==> config.mk <==
export PLATFORM = sky130hd
export DESIGN_NAME = spectrum_bar_peak_hold
export DESIGN_NICKNAME = d
export VERILOG_FILES = /design/src/sv/spb_pkg.sv /design/src/sv/spb_ctrl.sv /design/src/sv/spb_dpath.sv /design/src/sv/spectrum_bar_peak_hold.sv
export SDC_FILE = /design/constraint.sdc
export NUM_CORES = 1
export LEC_CHECK = 0
export CAP_MARGIN = 15
export CORE_MARGIN = 3
export CORE_UTILIZATION = 68
export DETAILED_ROUTE_END_ITERATION = 6
export DONT_BUFFER_PORTS = 1
export GPL_TIMING_DRIVEN = 0
export PLACE_DENSITY = 0.83
export SLEW_MARGIN = 25
export SYNTH_ARGS = -nofsm -noshare
export SYNTH_HDL_FRONTEND = slang
export SYNTH_SLANG_ARGS = --single-unit
==> constraint.sdc <==
create_clock -name clk -period 27.9 [get_ports clk]
set_input_delay 1.395 -clock clk [delete_from_list [all_inputs] [get_ports clk]]
set_output_delay 1.395 -clock clk [all_outputs]
set_load 0.02 [all_outputs]
==> src/sv/spb_pkg.sv <==
// Shared types and constants for the spectrum bar peak-hold block.
`default_nettype none
package spb_pkg;

	localparam int unsigned NUM_COLUMNS = 43;
	localparam int unsigned LEVEL_STEPS = 64;

	localparam int unsigned COL_W   = 6;
	localparam int unsigned LEVEL_W = 6;
	localparam int unsigned PIX_W   = 8;
	localparam int unsigned IDX_W   = $clog2(NUM_COLUMNS);
	localparam int unsigned PROD_W  = LEVEL_W + PIX_W;
	localparam int unsigned CFG_IDX_W = 2;

	localparam logic [PIX_W-1:0] SCALE_MAX = 8'd254;
	localparam logic [PIX_W-1:0] FALL_MAX  = 8'd255;

	// request opcodes
	localparam logic OP_UPDATE = 1'b0;
	localparam logic OP_CLEAR  = 1'b1;

	// channel select codes
	localparam logic [1:0] MODE_LEFT  = 2'd0;
	localparam logic [1:0] MODE_RIGHT = 2'd1;
	localparam logic [1:0] MODE_MAX   = 2'd2;

	// config register indexes
	localparam logic [CFG_IDX_W-1:0] CFG_BAR_HEIGHT   = 2'd0;
	localparam logic [CFG_IDX_W-1:0] CFG_CHANNEL_MODE = 2'd1;
	localparam logic [CFG_IDX_W-1:0] CFG_PEAKS_ENABLE = 2'd2;

	typedef struct packed {
		logic               op;
		logic [COL_W-1:0]   column;
		logic [LEVEL_W-1:0] level_left;
		logic [LEVEL_W-1:0] level_right;
	} spb_in_t;

	typedef struct packed {
		logic [PIX_W-1:0] scaled_level;
		logic [PIX_W-1:0] bar_value;
		logic [PIX_W-1:0] previous_bar;
		logic [PIX_W-1:0] peak_value;
		logic [PIX_W-1:0] fall_step;
	} spb_out_t;

	// one stored column
	typedef struct packed {
		logic [PIX_W-1:0] bar;
		logic [PIX_W-1:0] prev;
		logic [PIX_W-1:0] peak;
		logic [PIX_W-1:0] fall;
	} spb_entry_t;

	// controller -> datapath
	typedef struct packed {
		logic capture;    // update request taken, read column
		logic clear_all;  // clear request taken
		logic commit;     // write column back, load result
	} spb_cmd_t;

	// datapath -> controller
	typedef struct packed {
		logic is_update;  // in-range update request at the input
		logic is_clear;   // clear request at the input
	} spb_status_t;

endpackage
`default_nettype wire

==> src/sv/spb_ctrl.sv <==
// Controller state machine for the spectrum bar peak-hold block.
`default_nettype none
module spb_ctrl
	import spb_pkg::*;
(
	input  wire         clk,
	input  wire         arst_n,
	input  wire         in_valid,
	output logic        in_stall,
	output logic        out_valid,
	input  wire         out_stall,
	input  spb_status_t st,
	output spb_cmd_t    cmd
);

	localparam logic S_IDLE   = 1'b0;
	localparam logic S_UPDATE = 1'b1;

	logic state_q;
	logic state_d;
	logic out_valid_q;
	logic accept;
	logic slot_free;

	assign in_stall  = (state_q != S_IDLE);
	assign accept    = in_valid && !in_stall;
	assign slot_free = !out_valid_q || !out_stall;

	always_comb begin
		cmd.capture   = accept && st.is_update;
		cmd.clear_all = accept && st.is_clear;
		cmd.commit    = (state_q == S_UPDATE) && slot_free;
	end

	always_comb begin
		state_d = state_q;
		case (state_q)
			S_IDLE: begin
				if (cmd.capture) begin
					state_d = S_UPDATE;
				end
			end
			S_UPDATE: begin
				if (cmd.commit) begin
					state_d = S_IDLE;
				end
			end
			default: begin
				state_d = S_IDLE;
			end
		endcase
	end

	always_ff @(posedge clk or negedge arst_n) begin
		if (!arst_n) begin
			state_q     <= S_IDLE;
			out_valid_q <= 1'b0;
		end else begin
			state_q <= state_d;
			if (cmd.commit) begin
				out_valid_q <= 1'b1;
			end else if (!out_stall) begin
				out_valid_q <= 1'b0;
			end
		end
	end

	assign out_valid = out_valid_q;

	a_capture_to_update: assert property (@(posedge clk) disable iff (!arst_n)
		cmd.capture |=> state_q == S_UPDATE)
		else $error("capture did not move to update");

	a_commit_has_slot: assert property (@(posedge clk) disable iff (!arst_n)
		cmd.commit |-> (state_q == S_UPDATE) && (!out_valid_q || !out_stall))
		else $error("commit without a free result slot");

	a_commit_shows_result: assert property (@(posedge clk) disable iff (!arst_n)
		cmd.commit |=> out_valid_q)
		else $error("commit did not raise out_valid");

	a_no_capture_and_clear: assert property (@(posedge clk) disable iff (!arst_n)
		!(cmd.capture && cmd.clear_all) && !(cmd.commit && cmd.clear_all))
		else $error("clear overlaps an update");

endmodule
`default_nettype wire

==> src/sv/spb_dpath.sv <==
// Datapath: config registers, column memory, valid bits and bar/peak update.
`default_nettype none
module spb_dpath
	import spb_pkg::*;
(
	input  wire                  clk,
	input  wire                  arst_n,
	input  spb_in_t              in_data,
	input  wire                  cfg_we,
	input  wire [CFG_IDX_W-1:0]  cfg_index,
	input  wire [PIX_W-1:0]      cfg_data,
	input  spb_cmd_t             cmd,
	output spb_status_t          st,
	output spb_out_t             out_data
);

	// configuration
	logic [PIX_W-1:0] bar_height_q;
	logic [1:0]       channel_mode_q;
	logic             peaks_enable_q;

	always_ff @(posedge clk or negedge arst_n) begin
		if (!arst_n) begin
			bar_height_q   <= 8'd64;
			channel_mode_q <= MODE_LEFT;
			peaks_enable_q <= 1'b1;
		end else if (cfg_we) begin
			case (cfg_index)
				CFG_BAR_HEIGHT:   bar_height_q   <= cfg_data;
				CFG_CHANNEL_MODE: channel_mode_q <= cfg_data[1:0];
				CFG_PEAKS_ENABLE: peaks_enable_q <= cfg_data[0];
				default: ;
			endcase
		end
	end

	// request decode
	logic in_range;
	assign in_range     = ({2'b00, in_data.column} < 8'(NUM_COLUMNS));
	assign st.is_clear  = (in_data.op == OP_CLEAR);
	assign st.is_update = (in_data.op == OP_UPDATE) && in_range;

	// level select and scale, done on the input side
	logic [LEVEL_W-1:0] level;
	logic [PROD_W-1:0]  prod;
	logic [PROD_W-1:0]  quot;
	logic [PIX_W-1:0]   scaled;

	always_comb begin
		case (channel_mode_q)
			MODE_LEFT:  level = in_data.level_left;
			MODE_RIGHT: level = in_data.level_right;
			default: begin
				level = (in_data.level_left > in_data.level_right) ?
					in_data.level_left : in_data.level_right;
			end
		endcase
	end

	assign prod   = {{PIX_W{1'b0}}, level} * {{LEVEL_W{1'b0}}, bar_height_q};
	assign quot   = PROD_W'(prod / LEVEL_STEPS);
	assign scaled = (quot > {{LEVEL_W{1'b0}}, SCALE_MAX}) ? SCALE_MAX : quot[PIX_W-1:0];

	// column memory and valid bits
	logic [IDX_W-1:0]       rd_idx;
	spb_entry_t             mem [NUM_COLUMNS];
	logic [NUM_COLUMNS-1:0] col_valid_q;

	logic [IDX_W-1:0] idx_s1;
	logic [PIX_W-1:0] scaled_s1;
	spb_entry_t       rd_s1;
	logic             hit_s1;
	spb_entry_t       wr_entry;

	assign rd_idx = in_data.column[IDX_W-1:0];

	always_ff @(posedge clk) begin
		if (cmd.capture) begin
			rd_s1     <= mem[rd_idx];
			idx_s1    <= rd_idx;
			scaled_s1 <= scaled;
		end
		if (cmd.commit) begin
			mem[idx_s1] <= wr_entry;
		end
	end

	always_ff @(posedge clk or negedge arst_n) begin
		if (!arst_n) begin
			col_valid_q <= '0;
			hit_s1      <= 1'b0;
		end else begin
			if (cmd.capture) begin
				hit_s1 <= col_valid_q[rd_idx];
			end
			if (cmd.clear_all) begin
				col_valid_q <= '0;
			end else if (cmd.commit) begin
				col_valid_q[idx_s1] <= 1'b1;
			end
		end
	end

	// bar fall / rise and peak hold
	spb_entry_t       cur;
	logic [PIX_W-1:0] bar_n;
	logic [PIX_W-1:0] fall_n;
	logic [PIX_W-1:0] peak_n;
	logic [PIX_W:0]   bar_p1;

	always_comb begin
		cur    = hit_s1 ? rd_s1 : '0;
		bar_n  = cur.bar;
		fall_n = cur.fall;
		if (scaled_s1 < cur.bar) begin
			if (cur.bar >= cur.fall) begin
				bar_n = cur.bar - cur.fall;
				if (cur.fall != FALL_MAX) begin
					fall_n = cur.fall + 8'd1;
				end
			end else begin
				bar_n = '0;
			end
		end
		if (scaled_s1 > bar_n) begin
			bar_n  = scaled_s1;
			fall_n = 8'd1;
		end

		bar_p1 = {1'b0, bar_n} + 9'd1;
		peak_n = cur.peak;
		if (cur.peak <= scaled_s1) begin
			peak_n = scaled_s1 + 8'd1;
		end else if ((cur.peak != '0) && ({1'b0, cur.peak} > bar_p1)) begin
			peak_n = cur.peak - 8'd1;
		end

		wr_entry.bar  = bar_n;
		wr_entry.prev = cur.bar;
		wr_entry.peak = peak_n;
		wr_entry.fall = fall_n;
	end

	// result register
	always_ff @(posedge clk) begin
		if (cmd.commit) begin
			out_data.scaled_level <= scaled_s1;
			out_data.bar_value    <= bar_n;
			out_data.previous_bar <= cur.bar;
			out_data.peak_value   <= peaks_enable_q ? peak_n : '0;
			out_data.fall_step    <= fall_n;
		end
	end

	a_clear_empties: assert property (@(posedge clk) disable iff (!arst_n)
		cmd.clear_all |=> col_valid_q == '0)
		else $error("clear left a column valid");

	a_commit_marks_valid: assert property (@(posedge clk) disable iff (!arst_n)
		cmd.commit |=> col_valid_q[$past(idx_s1)])
		else $error("committed column not marked valid");

	// a fresh column at level zero keeps a zero fall step, so only the bar is bounded
	a_bar_in_range: assert property (@(posedge clk) disable iff (!arst_n)
		cmd.commit |-> (bar_n <= SCALE_MAX))
		else $error("bar out of range");

endmodule
`default_nettype wire

==> src/sv/spectrum_bar_peak_hold.sv <==
// Top level of the spectrum bar peak-hold block.
//
// Input channel (in_valid / in_stall / in_data): one request per column
// update, or a clear request that forgets every column. A request is
// taken on a clock edge with in_valid high and in_stall low.
// Output channel (out_valid / out_stall / out_data): one result per
// in-range update request; clear requests and columns past the last one
// give no result.
// Config port (cfg_we / cfg_index / cfg_data): bar height, channel mode
// and peak enable, written while no request is in flight.
// Timing: an update request reads its column from the column memory on
// the accept edge and writes it back in the update state once the result
// slot is free, loading the result register at the same edge; out_valid
// is registered from that write-back. No new request is taken until the
// write-back, as in_stall stays high; a clear request does not hold it.
// Stall: the result holds while out_valid and out_stall are both high;
// a waiting update request then holds its write-back; in_stall stays high.
// Reset: clears all column valid bits (columns read as zero), empties
// the result register and restores bar height 64, left channel, peaks on.
`default_nettype none
module spectrum_bar_peak_hold
	import spb_pkg::*;
(
	input  wire                  clk,
	input  wire                  arst_n,
	input  wire                  in_valid,
	output logic                 in_stall,
	input  spb_in_t              in_data,
	output logic                 out_valid,
	input  wire                  out_stall,
	output spb_out_t             out_data,
	input  wire                  cfg_we,
	input  wire [CFG_IDX_W-1:0]  cfg_index,
	input  wire [PIX_W-1:0]      cfg_data
);

	spb_cmd_t    cmd;
	spb_status_t st;

	// sequencing: idle / update, plus result valid
	spb_ctrl u_ctrl (
		.clk       (clk),
		.arst_n    (arst_n),
		.in_valid  (in_valid),
		.in_stall  (in_stall),
		.out_valid (out_valid),
		.out_stall (out_stall),
		.st        (st),
		.cmd       (cmd)
	);

	// scaling, column memory, bar/peak math and result register
	spb_dpath u_dpath (
		.clk       (clk),
		.arst_n    (arst_n),
		.in_data   (in_data),
		.cfg_we    (cfg_we),
		.cfg_index (cfg_index),
		.cfg_data  (cfg_data),
		.cmd       (cmd),
		.st        (st),
		.out_data  (out_data)
	);

endmodule
`default_nettype wire
==> run metrics <==
Tot GR Track Use 38.7%; initial DRC count 3901; most used cell, CP ha_1; area added between synthesis and finish 14.3%; Filler Cell Count 3390; Cells after Synth 2450; RSZ-0062 raised after global routing no; via count 27.4k; worst hold slack 0.397 ns; biggest area consumer among synthesized cells edfxtp_1; core outline area 70100 sq um; Yosys cell types 78; Final Cell Area 55100 sq um; Syn. warnings 0; syn avg cell area 19.7 sq um; Critical Path Fanout Max 46; Chip Width 272 um; dpl hpwl 84800 um; Setup CP Type reg2reg; H-tree lvl count 3; Root Driver clkbuf_16; Placed Area 51600 sq um; antenna violations before repair 20; VDD IR max 0.0719 mV; # IOs 76; cts bufs inserted 110; setup repair bufs after CTS 0; full die area 74200 sq um; largest net degree at the start of global routing 58; Worst slew margin 22.4%; Worst Setup End Kind flop; Post-synth EDFFs 1110; Multi-input gate area 13300 sq um; fin util 78.6%; Setup-failing EPs final 0; Post-Syn Area 48200 sq um; total wire length 139000 um; clock tree buffer depth 3; asr flop ratio synth 4.88%; Fin Setup TNS 0 ns; syn_nets 2576; sequential share of the synthesized area 72.0%; gpl congestion 1.06; final hold viol count 0; CTS Hold Bufs 0; Post-synth top flop edfxtp_1; most frequent cells after synthesis 1110 x edfxtp_1, 300 x mux4_2, 115 x nand2_1, 86 x nor2_1, 80 x clkbuf_1; post-CTS resize count 0; DIE HEIGHT 272 um; vias per inst 7.45; Final period util 38.9%; post-synthesis register bit count 1167; final clock skew 0.0598 ns; # clock sinks 1167; Max Fclk 0.0921 GHz; r2r setup slk 17.04 ns; DRT antenna net count 0; CP peak stage delay 0.64 ns; Area contributors post-synth edfxtp_1 69%, mux4_2 14%, dfrtp_1 2.9%, ha_1 1.7%, mux2i_1 1.1%; CP max-delay cell or4_4; leak pwr 0.0184 uW; most frequent cell after synthesis edfxtp_1; Port-buffer cells 0; Critical Path RT 28.38 ns; clk slew on worst S/H paths 0.06 ns; outcome finished, final reports clean; Rows 97; insertion delay to the later sink of the worst-skew pair 0.70 ns; CTS tree done; worst-margin pin slew 1.16 ns; area fraction of the dominant cell type after synthesis 69.1%; fin crit period 10.86 ns; number of global-route vias before repair 27.7k; first-pass GRT wire length 200000 um; TritonRoute pass-1 iters 6; nets 2761; Pins Over Slew Limit 0; GR Overflow Total 0; startpoint types flop; DRC 0; routed len/inst 37.7 um; layout cells sized above 1 25.8%; total power 4570 uW; register area 34800 sq um; WP data arrival 11.34 ns; Max-Cap Viols 0; Initial Utilization 68.8%; P per Cell Area 82.9 nW/um^2; worst hold-check path type in2async
final timing paths:
kind	start	end	cells past startpoint
setup / recovery	u_dpath.hit_s1$_DFFE_PN0P_	u_dpath.mem[42][11]$_DFFE_PP_	37
hold / removal	arst_n	u_dpath.col_valid_q[30]$_DFFE_PN0P_	0
setup reg to reg	u_dpath.hit_s1$_DFFE_PN0P_	u_dpath.mem[42][11]$_DFFE_PP_	37
hold reg to reg	u_dpath.col_valid_q[22]$_DFFE_PN0P_	u_dpath.col_valid_q[22]$_DFFE_PN0P_	1
max in group asynchronous	arst_n	u_dpath.bar_height_q[6]$_DFFE_PN1P_	0
min in group clk	u_dpath.col_valid_q[22]$_DFFE_PN0P_	u_dpath.col_valid_q[22]$_DFFE_PN0P_	1
power by group:
part           total [uW]  internal, uW  switching (uW)
combinational         898           292             606
clock                1470           812             659
sequential           2200          2170            33.2
cell families (layout without fill, tap and decap cells):
family                     after synthesis  after routing  synth area share [%]
DFF                                   1167           1167                  72.0
muxes                                  393            393                  16.0
and+or+nand+nor                        333            333                  3.36
AOI/OAI and AO/OA                      254            254                  3.75
buffers and inverters                  182            458                  1.50
adders and majority gates               92             92                  2.77
xor gates and xnor gates                29             29                 0.526
other                                    0             13                     0
cell usage in the layout (no fill, tap or decap), types with 6 or more instances in the layout:
cell / netlist / layout
nor2_1: 86 / 43
buf_16: 0 / 42
clkinv_2: 0 / 28
buf_4: 2 / 8
diode_2: 0 / 13
nor2_4: 0 / 43
and2_1: 26 / 23
nand3b_1: 7 / 7
o21ai_0: 47 / 47
o21ai_1: 6 / 6
fa_1: 25 / 25
nand3_1: 18 / 17
o211ai_1: 52 / 52
a21oi_4: 0 / 7
nand2_1: 115 / 114
nand4_1: 13 / 13
mux4_2: 300 / 300
nor2b_1: 9 / 9
xor2_1: 10 / 10
ha_1: 67 / 67
buf_12: 0 / 18
xnor2_1: 19 / 19
buf_2: 9 / 13
mux2i_1: 54 / 51
clkbuf_1: 80 / 98
clkbuf_16: 0 / 110
bufinv_16: 0 / 8
nor3_1: 14 / 11
dfrtp_1: 55 / 55
buf_6: 3 / 7
o21a_1: 54 / 53
buf_1: 20 / 6
clkbuf_2: 0 / 21
mux2_2: 39 / 38
a21o_1: 7 / 7
a21oi_1: 28 / 21
clkinv_1: 0 / 15
inv_1: 68 / 67
edfxtp_1: 1110 / 1110
metrics by stage:
stage	cells	worst slack (ns)
after floorplan	2450	17.80
after global placement	3390	12.80
after detailed placement	3462	16.93
after CTS	3665	16.85
after global routing	3666	16.39
final	3679	17.04
worst max-delay path, delay by kind of cell (launching register included):
kind,cells,cell delay [ns]
AO/OA/AOI/OAI,13,3.31
AND/OR/NAND/NOR,9,2.33
adder cells (fa/ha/maj),5,1.71
XOR/XNOR,1,0.11
buffers and inverters,8,2.14
multiplexers,1,0.63
flip-flops,1,0.44
state kept, by name, summed over array words and instances, names as in the netlist:
| signal | flops |
|---|---|
| u_dpath.mem | 1032 |
| u_dpath.scaled_s1 | 8 |
| u_dpath.channel_mode_q | 2 |
| u_dpath.idx_s1 | 6 |
| u_ctrl.out_valid | 1 |
| u_dpath.col_valid_q | 43 |
| u_dpath.hit_s1 | 1 |
| u_dpath.peaks_enable_q | 1 |
| u_dpath.out_data | 40 |
| u_dpath.bar_height_q | 8 |
| u_ctrl.in_stall | 1 |
| u_dpath.rd_s1 | 24 |
metal layers:
metal / part of all wire (%) / wire [um] / global-route usage (%) / vias up
met5: 0.051 / 71 / 0 / -
met4: 5.9 / 8240 / 19.2 / 12
met3: 13 / 17700 / 11.6 / 525
met2: 48 / 66100 / 60.2 / 2439
met1: 34 / 46700 / 50.8 / 14019
li1: - / - / - / 10415
cell type report:
cell class	count	area share (%)
Tap cell	940	2.13
Buffer	114	0.908
Multi-Input combinational cell	1101	24.1
Antenna cell	13	0.0590
Inverter	68	0.463
Clock buffer	142	5.26
Clock inverter	61	1.06
Sequential cell	1167	63.0
Timing Repair Buffer	73	3.00
No activity file was read; power rests on OpenSTA's default activity.
